<file path="src/rtl/hte_pkg.sv">
// ----------------------------------------------------------------------------
// hte_pkg
// Shared types and constants of the Huffman table encoder and bit packer.
// ----------------------------------------------------------------------------
package hte_pkg;

  // Packed word width and number of table entries
  localparam int WORD_BITS    = 32;
  localparam int SYMBOL_COUNT = 256;

  // Fixed port widths
  localparam int SYM_W       = 8;
  localparam int CODE_LEN_W  = 6;
  localparam int CODE_BITS_W = 32;
  localparam int ACTION_W    = 2;

  // Derived widths
  localparam int ADDR_W = (SYMBOL_COUNT > 1) ? $clog2(SYMBOL_COUNT) : 1;
  localparam int LEN_W  = $clog2(WORD_BITS + 1);

  // Reset value of the end symbol register
  localparam logic [SYM_W-1:0] END_SYMBOL_RESET = SYM_W'(3);

  // Queue depths, powers of two
  localparam int CMDQ_DEPTH = 4;
  localparam int CMDQ_PTR_W = $clog2(CMDQ_DEPTH);
  localparam int CMDQ_CNT_W = $clog2(CMDQ_DEPTH + 1);
  localparam int OUTQ_DEPTH = 4;
  localparam int OUTQ_PTR_W = $clog2(OUTQ_DEPTH);
  localparam int OUTQ_CNT_W = $clog2(OUTQ_DEPTH + 1);

  // Input action codes
  typedef enum logic [ACTION_W-1:0] {
    ACT_LOAD   = 2'd0,
    ACT_ENCODE = 2'd1,
    ACT_FINISH = 2'd2
  } action_e;

  // Command kinds passed from front to back
  typedef enum logic {
    CMD_ENCODE = 1'b0,
    CMD_FINISH = 1'b1
  } cmd_kind_e;

  // Back end sequencing
  typedef enum logic {
    BK_APPEND = 1'b0,
    BK_FLUSH  = 1'b1
  } back_state_e;

  // One code table entry
  typedef struct packed {
    logic [LEN_W-1:0]     len;
    logic [WORD_BITS-1:0] code;
  } tbl_entry_t;

  // Command carried through the middle queue
  typedef struct packed {
    cmd_kind_e  kind;
    tbl_entry_t entry;
  } cmd_t;

  // Middle queue status seen by the front end
  typedef struct packed {
    logic                  valid;
    logic [CMDQ_CNT_W-1:0] level;
  } cmdq_status_t;

  // One result word
  typedef struct packed {
    logic [WORD_BITS-1:0] word;
    logic                 last;
  } out_t;

endpackage

</file>
<file path="src/rtl/hte_cmd_queue.sv">
// ----------------------------------------------------------------------------
// hte_cmd_queue
// Short command queue that decouples the lookup front from the packer.
// ----------------------------------------------------------------------------
module hte_cmd_queue (
  input  logic                  clk_i,
  input  logic                  rst_ni,
  input  logic                  push_i,
  input  hte_pkg::cmd_t         cmd_i,
  input  logic                  pop_i,
  output hte_pkg::cmdq_status_t status_o,
  output hte_pkg::cmd_t         cmd_o
);
  import hte_pkg::*;

  cmd_t                  q_mem [CMDQ_DEPTH];
  logic [CMDQ_PTR_W-1:0] wr_ptr_q;
  logic [CMDQ_PTR_W-1:0] rd_ptr_q;
  logic [CMDQ_CNT_W-1:0] cnt_q;
  logic                  do_pop;

  assign do_pop = pop_i && (cnt_q != '0);

  // Store entries
  always_ff @(posedge clk_i) begin
    if (push_i) begin
      q_mem[wr_ptr_q] <= cmd_i;
    end
  end

  // Advance pointers and count
  always_ff @(posedge clk_i or negedge rst_ni) begin
    if (!rst_ni) begin
      wr_ptr_q <= '0;
      rd_ptr_q <= '0;
      cnt_q    <= '0;
    end else begin
      if (push_i) begin
        wr_ptr_q <= wr_ptr_q + CMDQ_PTR_W'(1);
      end
      if (do_pop) begin
        rd_ptr_q <= rd_ptr_q + CMDQ_PTR_W'(1);
      end
      case ({push_i, do_pop})
        2'b10:   cnt_q <= cnt_q + CMDQ_CNT_W'(1);
        2'b01:   cnt_q <= cnt_q - CMDQ_CNT_W'(1);
        default: cnt_q <= cnt_q;
      endcase
    end
  end

  assign status_o.valid = (cnt_q != '0);
  assign status_o.level = cnt_q;
  assign cmd_o          = q_mem[rd_ptr_q];

endmodule

</file>
<file path="config.mk">
export PLATFORM = sky130hd
export DESIGN_NAME = hte_cmd_queue
export DESIGN_NICKNAME = d
export VERILOG_FILES = /design/src/rtl/hte_pkg.sv /design/src/rtl/hte_cmd_queue.sv
export SDC_FILE = /design/constraint.sdc
export NUM_CORES = 1
export LEC_CHECK = 0
export BUFFER_PORTS_ARGS = -buffer_cell sky130_fd_sc_hd__buf_4
export CORE_UTILIZATION = 56
export CTS_CLUSTER_SIZE = 25
export DETAILED_ROUTE_END_ITERATION = 12
export PLACE_DENSITY = 0.84
export SLEW_MARGIN = 20
export SYNTH_ARGS = -nofsm -noshare
export SYNTH_HDL_FRONTEND = slang
export SYNTH_SLANG_ARGS = --single-unit
</file>
<file path="constraint.sdc">
create_clock -name clk_i -period 2.5 [get_ports clk_i]
set_input_delay 0.375 -clock clk_i [delete_from_list [all_inputs] [get_ports clk_i]]
set_output_delay 0.375 -clock clk_i [all_outputs]
set_load 0.03 [all_outputs]
</file>
==> results.py <==
metrics = {
    "status": {
        "status": "finished, final reports clean",
    },
    "drt": {
        "dr.pass1.iters": 4,
        "drt-total-wl_mm": 10.5,
        "routed-via-count": 2780,
        "wl_per_cell_um": 21.1,
        "ant_nets": 0,
        "vias_per_cell": 5.60,
        "drc": 0,
        "drt-initial-drc-count": 191,
    },
    "cts": {
        "clk_latency_ns": 0.52,
        "cts.clk_slew.worst_paths_ns": 0.06,
        "cts_tree": "yes",
        "clockBufferDepth": 2,
        "cts_buffers": 17,
        "cts_root_buf": "clkbuf_8",
        "cts-resized-gates": 0,
        "cts_max_level": 4,
        "clock_sinks": 163,
    },
    "flow_run": {
        "drv_cap": 0,
    },
    "synth": {
        "yosysSeqAreaShare_pct": 80.0,
        "yosysUniqueCellTypes": 19,
        "syn_inst": 240,
        "netlist_area_um2": 6080,
        "synth.avg_cell_area_um2": 25.3,
        "syn_nets": 289,
        "synth-seq-cells": 163,
        "ys.warnings.count": 0,
    },
    "critical_path": {
        "crit_path_end_kind": "output port",
        "worstPathRequired_ns": 2.12,
        "startpoint_type": "flip-flop",
        "critPathArrivalTime_ns": 1.97,
        "cp_max_fo": 18,
        "critPathKind": "flip-flop to output port",
    },
    "placed_design": {
        "numPlacedInstances": 464,
        "port-buffer-count": 85,
        "place_congestion": 0.674,
    },
    "floorplan": {
        "coreArea_um2": 10400,
        "rows": 37,
        "initial_core_util_pct": 58.3,
        "ios": 86,
        "die_area_um2": 11300,
        "die_w_um": 106,
        "chipHeight_um": 106,
    },
    "sta": {
        "min_period_ns": 2.35,
        "slew_headroom_pct": 61.7,
        "tns_ns": 0,
        "clock.fmax_mhz": 426,
        "finClkSkew_ns": 0.00778,
        "rsz0062_at_grt": "false",
        "tightest_slew_ns": 0.574,
        "finalSetupViolCount": 0,
        "finalCritPeriodShare_pct": 93.9,
        "slew_viol_final": 0,
        "hold_viol": 0,
    },
    "layout": {
        "layout.cells.non_filler": 496,
        "fillers": 612,
        "area_growth_pct": 24.2,
        "drive_above_1_share_pct": 46.9,
        "antenna_cells": 0,
        "finalNetCount": 398,
    },
    "power_and_ir_drop": {
        "power_density_nw_per_um2": 1320,
        "vdd_ir_drop_max_v": 0.000900,
        "p_leak_nw": 2.68,
        "power.total_mw": 9.94,
    },
    "grt": {
        "grt_overflow": 0,
        "grtUsageTotal_pct": 20.4,
        "grt_pass1_vias": 2896,
        "grt_max_degree": 28,
        "grt_pass1_wl_mm": 16.0,
        "antenna_found_initial": 0,
    },
    "hold_path": {
        "hold_class": "primary input to flip-flop",
    },
}
==> cells by family after synthesis <==
group	synth area share, %
xor+xnor	0.865
fa+ha+maj	1.36
simple gates	0.700
compound gates	0.226
mux	14.7
flops	80.0
buf+inv	2.20
==> placed cells by master, fill, tap and decap left out, types with 3 or more instances in the layout <==
master,n
edfxtp_1,156
buf_4,94
mux4_2,38
clkbuf_16,16
inv_1,6
ha_1,5
bufinv_16,5
dfrtp_1,5
and2_2,4
xor2_1,4
buf_12,4
clkbuf_1,3
==> state kept, by name, indices dropped and copies added, names as in the netlist <==
name	count
q_mem	156
cnt_q	3
rd_ptr_q	2
wr_ptr_q	2
==> per-layer routing <==
layer  global-route usage, %  vias up  wire (µm)
met2                    33.3       95       5590
met5                       0        -          0
met4                    9.33        0        141
met1                    26.0     1448       4210
li1                        -     1225          -
met3                    5.21       12        510
==> cells in the mapped netlist <==
master    count  area, µm²
xnor2_1       2       17.5
ha_1          5       62.6
buf_2         4       20.0
mux2i_1       1       10.0
and2_1        4       25.0
o21ai_0       1       5.00
inv_1         6       22.5
buf_12        4       80.1
or3_1         1       6.26
nand2_1       2       7.51
fa_1          1       20.0
edfxtp_1    156       4680
mux4_2       38        856
dfrtp_1       7        175
xor2_1        4       35.0
o31a_1        1       8.76
mux4_1        1       26.3
nor2_1        1       3.75
buf_6         1       11.3
==> critical path: stages (launching register included) <==
cell     delay (ns)
dfrtp_2        0.65
buf_4          0.27
mux4_2         0.34
buf_4          0.19
==> per-stage QoR <==
stage	util, %	area, µm²	setup slack, ns	hold WS (ns)
2_1_floorplan	-	6080	0.533	0.0794
3_3_place_gp	66.5	6920	0.551	0.196
3_5_place_dp	66.5	6920	0.562	0.199
4_1_cts	72.4	7540	0.00576	0.0294
5_1_grt	72.5	7550	0.0923	0.0287
6_report	72.5	7550	0.153	0.0475
==> power breakdown <==
group	internal [mW]	total [mW]	switching [mW]
registers	3.59	3.81	0.225
clock network	1.71	2.67	0.961
logic	1.49	3.46	1.96
total	6.79	9.94	3.15
==> final timing paths <==
kind                              from            to  slack (ns)  cells past startpoint
setup / recovery           rd_ptr_q[1]     cmd_o[10]        0.15                      3
hold / removal               cmd_i[15]  q_mem[3][15]        0.05                      1
setup reg to reg              cnt_q[0]      cnt_q[2]        0.63                      7
hold reg to reg               cnt_q[2]      cnt_q[2]        0.53                      1
max in group asynchronous       rst_ni   rd_ptr_q[1]        2.14                      2
min in group asynchronous       rst_ni      cnt_q[2]        0.21                      2
==> repair_timing <==
item | CTS | global route
endpoints found under the hold margin | 7 | 0
hold buffers | 1 | 0
endpoints found under the setup margin | 0 | 20
buffers inserted | 0 | 1
==> cell type report <==
type | count | area, µm² | area share [%]
sequential | 163 | 4860 | 64.4
multi-input combinational | 62 | 1090 | 14.4
timing repair buffer | 99 | 796 | 10.5
clock buffer | 20 | 425 | 5.64
clock inverter | 10 | 184 | 2.44
tap | 136 | 170 | 2.25
inverter | 6 | 22.5 | 0.298
Note: power is estimated with default switching activity, not from simulation.
