File: src/rtl/hte_pkg.sv
// ----------------------------------------------------------------------------
// hte_pkg
// Shared types and constants of the Huffman table encoder and bit packer.
// ----------------------------------------------------------------------------
package hte_pkg;

  // Packed word width and number of table entries
  localparam int WORD_BITS    = 32;
  localparam int SYMBOL_COUNT = 256;

  // Fixed port widths
  localparam int SYM_W       = 8;
  localparam int CODE_LEN_W  = 6;
  localparam int CODE_BITS_W = 32;
  localparam int ACTION_W    = 2;

  // Derived widths
  localparam int ADDR_W = (SYMBOL_COUNT > 1) ? $clog2(SYMBOL_COUNT) : 1;
  localparam int LEN_W  = $clog2(WORD_BITS + 1);

  // Reset value of the end symbol register
  localparam logic [SYM_W-1:0] END_SYMBOL_RESET = SYM_W'(3);

  // Queue depths, powers of two
  localparam int CMDQ_DEPTH = 4;
  localparam int CMDQ_PTR_W = $clog2(CMDQ_DEPTH);
  localparam int CMDQ_CNT_W = $clog2(CMDQ_DEPTH + 1);
  localparam int OUTQ_DEPTH = 4;
  localparam int OUTQ_PTR_W = $clog2(OUTQ_DEPTH);
  localparam int OUTQ_CNT_W = $clog2(OUTQ_DEPTH + 1);

  // Input action codes
  typedef enum logic [ACTION_W-1:0] {
    ACT_LOAD   = 2'd0,
    ACT_ENCODE = 2'd1,
    ACT_FINISH = 2'd2
  } action_e;

  // Command kinds passed from front to back
  typedef enum logic {
    CMD_ENCODE = 1'b0,
    CMD_FINISH = 1'b1
  } cmd_kind_e;

  // Back end sequencing
  typedef enum logic {
    BK_APPEND = 1'b0,
    BK_FLUSH  = 1'b1
  } back_state_e;

  // One code table entry
  typedef struct packed {
    logic [LEN_W-1:0]     len;
    logic [WORD_BITS-1:0] code;
  } tbl_entry_t;

  // Command carried through the middle queue
  typedef struct packed {
    cmd_kind_e  kind;
    tbl_entry_t entry;
  } cmd_t;

  // Middle queue status seen by the front end
  typedef struct packed {
    logic                  valid;
    logic [CMDQ_CNT_W-1:0] level;
  } cmdq_status_t;

  // One result word
  typedef struct packed {
    logic [WORD_BITS-1:0] word;
    logic                 last;
  } out_t;

endpackage

File: src/rtl/hte_back.sv
// ----------------------------------------------------------------------------
// hte_back
// Bit packer: appends codes to the accumulator and queues finished words.
// ----------------------------------------------------------------------------
module hte_back (
  input  logic                          clk_i,
  input  logic                          rst_ni,
  input  logic                          cmd_valid_i,
  input  hte_pkg::cmd_t                 cmd_i,
  output logic                          cmd_pop_o,
  input  logic                          pop_i,
  output logic                          empty_o,
  output logic [hte_pkg::WORD_BITS-1:0] packed_word_o,
  output logic                          last_word_o
);
  import hte_pkg::*;

  back_state_e           state_q, state_d;
  logic [WORD_BITS-1:0]  acc_q, acc_d;
  logic [LEN_W-1:0]      fill_q, fill_d;
  logic [LEN_W-1:0]      room;
  logic [LEN_W-1:0]      over;
  logic                  hit;
  logic [WORD_BITS-1:0]  app_word;
  logic [WORD_BITS-1:0]  app_acc;
  logic [LEN_W-1:0]      app_fill;
  logic [WORD_BITS-1:0]  flush_app;
  logic [WORD_BITS-1:0]  flush_cur;
  logic                  can_push;
  logic                  run;
  logic                  ob_push;
  out_t                  ob_data;
  out_t                  out_mem [OUTQ_DEPTH];
  logic [OUTQ_PTR_W-1:0] owr_ptr_q;
  logic [OUTQ_PTR_W-1:0] ord_ptr_q;
  logic [OUTQ_CNT_W-1:0] ocnt_q;
  logic                  out_pop;
  out_t                  head;

  assign can_push = (ocnt_q != OUTQ_CNT_W'(OUTQ_DEPTH));
  assign run      = cmd_valid_i && can_push;

  // Append the code of the head command
  always_comb begin
    room     = LEN_W'(WORD_BITS) - fill_q;
    hit      = (cmd_i.entry.len >= room);
    over     = cmd_i.entry.len - room;
    app_word = (acc_q << room) | (cmd_i.entry.code >> over);
    if (hit) begin
      app_acc  = cmd_i.entry.code & ~({WORD_BITS{1'b1}} << over);
      app_fill = over;
    end else begin
      app_acc  = (acc_q << cmd_i.entry.len) | cmd_i.entry.code;
      app_fill = fill_q + cmd_i.entry.len;
    end
    flush_app = app_acc << (LEN_W'(WORD_BITS) - app_fill);
    flush_cur = acc_q << (LEN_W'(WORD_BITS) - fill_q);
  end

  // Next state: a finish that yields two words takes a flush step
  always_comb begin
    state_d = state_q;
    case (state_q)
      BK_APPEND: begin
        if (run && (cmd_i.kind == CMD_FINISH) && hit && (app_fill != '0)) begin
          state_d = BK_FLUSH;
        end
      end
      BK_FLUSH: begin
        if (can_push) begin
          state_d = BK_APPEND;
        end
      end
      default: state_d = BK_APPEND;
    endcase
  end

  // Outputs of each step
  always_comb begin
    ob_push      = 1'b0;
    ob_data.word = app_word;
    ob_data.last = 1'b0;
    cmd_pop_o    = 1'b0;
    acc_d        = acc_q;
    fill_d       = fill_q;
    case (state_q)
      BK_APPEND: begin
        if (run) begin
          if (cmd_i.kind == CMD_ENCODE) begin
            ob_push   = hit;
            acc_d     = app_acc;
            fill_d    = app_fill;
            cmd_pop_o = 1'b1;
          end else if (hit && (app_fill != '0)) begin
            // Word filled and bits remain: hold the command for the flush
            ob_push = 1'b1;
            acc_d   = app_acc;
            fill_d  = app_fill;
          end else begin
            if (hit) begin
              ob_push      = 1'b1;
              ob_data.last = 1'b1;
            end else if (app_fill != '0) begin
              ob_push      = 1'b1;
              ob_data.word = flush_app;
              ob_data.last = 1'b1;
            end
            acc_d     = '0;
            fill_d    = '0;
            cmd_pop_o = 1'b1;
          end
        end
      end
      BK_FLUSH: begin
        if (can_push) begin
          ob_push      = 1'b1;
          ob_data.word = flush_cur;
          ob_data.last = 1'b1;
          acc_d        = '0;
          fill_d       = '0;
          cmd_pop_o    = 1'b1;
        end
      end
      default: begin
      end
    endcase
  end

  // Packer state
  always_ff @(posedge clk_i or negedge rst_ni) begin
    if (!rst_ni) begin
      state_q <= BK_APPEND;
      acc_q   <= '0;
      fill_q  <= '0;
    end else begin
      state_q <= state_d;
      acc_q   <= acc_d;
      fill_q  <= fill_d;
    end
  end

  // Result queue storage
  always_ff @(posedge clk_i) begin
    if (ob_push) begin
      out_mem[owr_ptr_q] <= ob_data;
    end
  end

  assign out_pop = pop_i && (ocnt_q != '0);

  // Result queue pointers and count
  always_ff @(posedge clk_i or negedge rst_ni) begin
    if (!rst_ni) begin
      owr_ptr_q <= '0;
      ord_ptr_q <= '0;
      ocnt_q    <= '0;
    end else begin
      if (ob_push) begin
        owr_ptr_q <= owr_ptr_q + OUTQ_PTR_W'(1);
      end
      if (out_pop) begin
        ord_ptr_q <= ord_ptr_q + OUTQ_PTR_W'(1);
      end
      case ({ob_push, out_pop})
        2'b10:   ocnt_q <= ocnt_q + OUTQ_CNT_W'(1);
        2'b01:   ocnt_q <= ocnt_q - OUTQ_CNT_W'(1);
        default: ocnt_q <= ocnt_q;
      endcase
    end
  end

  assign head          = out_mem[ord_ptr_q];
  assign empty_o       = (ocnt_q == '0);
  assign packed_word_o = head.word;
  assign last_word_o   = head.last;

endmodule

File: config.mk
export PLATFORM = sky130hd
export DESIGN_NAME = hte_back
export DESIGN_NICKNAME = d
export VERILOG_FILES = /design/src/rtl/hte_pkg.sv /design/src/rtl/hte_back.sv
export SDC_FILE = /design/constraint.sdc
export NUM_CORES = 1
export LEC_CHECK = 0
export BUFFER_PORTS_ARGS = -buffer_cell sky130_fd_sc_hd__buf_2
export CAP_MARGIN = 20
export CORE_MARGIN = 2
export CORE_UTILIZATION = 40
export CTS_CLUSTER_SIZE = 20
export DETAILED_ROUTE_END_ITERATION = 12
export PLACE_DENSITY = 0.59
export SLEW_MARGIN = 0
export SYNTH_ARGS = -nofsm -noshare
export SYNTH_HDL_FRONTEND = slang
export SYNTH_SLANG_ARGS = --single-unit
File: constraint.sdc
create_clock -name clk_i -period 8.1 [get_ports clk_i]
set_input_delay 1.62 -clock clk_i [delete_from_list [all_inputs] [get_ports clk_i]]
set_output_delay 1.62 -clock clk_i [all_outputs]
set_load 0.02 [all_outputs]
==> results.toml <==
[hold_path]
hp-class = "reg -> reg"
min_from = "ocnt_q[2]"
holdPathStages = 1
hold_path_end = "ocnt_q[2]"

[clocking]
cts_hold_buffers = 0
path_clk_slew_ps = 80
cts_resized = 0
clock_path_buffers = 2
htree_levels = 4
clock_latency_ps = 460
cts_tree = "built"
clock-sinks = 178
post-cts-setup-buffer-count = 0
numCtsBuffers = 17
cts_root_buf = "clkbuf_16"

[sta]
report.final.setup_viol = 0
tightest_slew_ps = 1260
rsz0062_at_grt = "false"
fmax_mhz = 138
setup_tns_ps = 0
fin_crit_ps = 7230
skew_ps = 22.2
final.period_utilization_pct = 89.3
maxSlewViolCount = 0
hold_violations = 0
relSlewSlack_pct = 15.7

[setup_path]
ff2ff_path_depth = 17
cp-start-kind = "flip-flop"
rr_endpoint = "out_mem[0][31]"
worstPathRequired_ps = 6480
reg2reg_slack_ps = 1080
path_max_fanout = 15
r2r-start = "fill_q[0]"
end_kind = "primary output"
critPathKind = "reg -> out"
cp.arrival_ps = 5610

[floorplan]
die_w_um = 204
io_pins = 78
coreArea_um2 = 39600
start_util_pct = 40.5
die-area_um2 = 41700
rows = 73
die_h_um = 204

[route]
num_vias = 15100
antenna_left = 0
drtIter0Drc = 2228
routed_wl_um = 67100
wl_per_cell_um = 30.3
routed_via_density = 6.81
firstDrtPassIters = 9
drcViolationCount = 0

[logic_synthesis]
ys_seq_area_share_pct = 31.9
synthTopCellsByArea = "edfxtp_1 (25%), mux4_2 (16%), dfrtp_1 (7.2%)"
synth_flop_cell = "edfxtp_1"
yosysWarningCount = 0
synthArstFlopShare_pct = 25.8
synth-seq-cells = 178
yosys.area.top_type = "edfxtp_1"
synth_cell_type_count = 92
syn_area_um2 = 16000
syn_inst = 1657
synth_area_per_cell_um2 = 9.68
synth-edff-count = 132
syn_nets = 1720
synth_top_area_share_pct = 24.7

[grt]
grt_pass1_wl_um = 98300
antenna_found_initial = 2
grt_max_degree = 47
grt_pass1_vias = 14200
overflow = 0
grt_usage_pct = 32.4

[place]
place.port_buffers = 77
gp_congestion = 1.03
dp_hpwl_um = 51500

[cells_and_area]
final_nets = 1735
drive_gt1_share_pct = 22.6
final.fill_count = 3907
area_growth_pct = 9.30

[flow_run]
drv_cap = 0

[status]
status = "finished, final reports clean"
[cell usage in the layout (no fill, tap or decap), types with 8 or more instances in the layout]
cell type	instances
ha_1	17
nand2_1	213
a21oi_1	116
a211oi_1	26
a21o_1	9
clkbuf_16	17
a22oi_1	18
and3_1	8
buf_4	55
nor4_1	14
nor3_1	32
dfrtp_1	44
o22ai_1	25
o21ai_0	94
nand3_1	40
a31oi_1	50
edfxtp_1	132
mux2i_1	58
or3_1	10
a41oi_1	10
o211ai_1	33
a32oi_1	9
a22o_1	31
inv_1	27
nor2_1	130
mux4_2	116
and2_1	14
a211o_1	11
nor2b_1	12
xnor2_1	13
buf_2	77
mux2_2	51
[cell usage after synthesis, types with 7 or more instances]
cell type / count
a211o_1: 11
a211oi_1: 26
a21o_1: 9
a21oi_1: 117
a22o_1: 31
a22oi_1: 18
a31oi_1: 50
a32oi_1: 9
a41oi_1: 10
and2_1: 18
and3_1: 8
buf_1: 15
buf_2: 34
buf_4: 12
clkbuf_1: 71
dfrtp_1: 46
edfxtp_1: 132
ha_1: 18
inv_1: 27
mux2_2: 51
mux2i_1: 58
mux4_2: 116
nand2_1: 213
nand3_1: 40
nor2_1: 130
nor2b_1: 12
nor3_1: 32
nor4_1: 14
o211ai_1: 33
o21a_1: 7
o21ai_0: 95
o21ai_1: 8
o22ai_1: 25
o31ai_1: 7
or2_2: 7
or3_1: 10
xnor2_1: 13
xor2_1: 7
[state kept, by name, summed over array words and instances (netlist names)]
name       count
ocnt_q         3
state_q        1
fill_q         6
owr_ptr_q      2
acc_q         32
out_mem      132
ord_ptr_q      2
[through the flow]
stage | cell area, um^2 | std cells | utilization [%] | setup slack (ps) | hold slack (ps)
finish | 17500 | 2212 | 44.2 | 869 | 521
global route | 17500 | 2210 | 44.2 | 513 | 556
CTS | 17500 | 2209 | 44.2 | 1010 | 519
global placement | 16900 | 2176 | 42.6 | 1290 | 496
detailed placement | 16900 | 2177 | 42.6 | 1110 | 507
floorplan | 16000 | 1657 | - | 896 | 476
[metal layers]
metal  vias up  GRT usage (%)  wire (um)
met4         0           17.2       3910
li1       6529              -          -
met1      7426           44.3      27500
met5         -              0          0
met3       171           5.61       6040
met2       935           49.1      29700
[cell type report]
cell class / instances / area (um^2) / area share [%]
multi-input cells: 1314 / 10200 / 58.3
clock inverters: 14 / 188 / 1.07
well taps: 525 / 657 / 3.75
clock buffers: 18 / 429 / 2.45
diodes: 2 / 5.00 / 0.0285
repair buffers: 132 / 798 / 4.55
inverters: 29 / 109 / 0.621
flip-flops and latches: 178 / 5120 / 29.2
[worst max-delay path by stage]
stage,start,to,slack [ps],depth (start not counted)
after floorplan,fill_q[0],cmd_pop_o,900,23
after global placement,cmd_i[32],out_mem[0][14],1290,17
after detailed placement,cmd_i[32],out_mem[3][14],1110,17
after CTS,fill_q[0],cmd_pop_o,1010,17
after global routing,fill_q[0],cmd_pop_o,510,17
final,fill_q[0],cmd_pop_o,870,17
[worst max-delay path, stage by stage, from the launching register on]
cell and delay (ps):
dfrtp_2 520, inv_1 150, ha_1 340, nor3b_1 200, xnor2_1 670, inv_1 200
ha_1 550, o21ai_0 140, o21ai_1 890, or2_2 260, nor3_1 50, buf_4 180
a21oi_1 200, ha_1 230, nand2_1 80, a21oi_1 170, nor2_1 90, buf_2 210
[kinds of logic after synthesis]
group / share of synthesized area, %
AOI/OAI and AO/OA: 22.3
xor gates and xnor gates: 1.48
adders and majority gates: 1.72
buffers and inverters: 4.59
DFF: 31.9
muxes: 23.5
and+or+nand+nor: 14.5
Power is not shown: default switching activity piles up to over one toggle a cycle in this logic, so the estimate is an artifact.
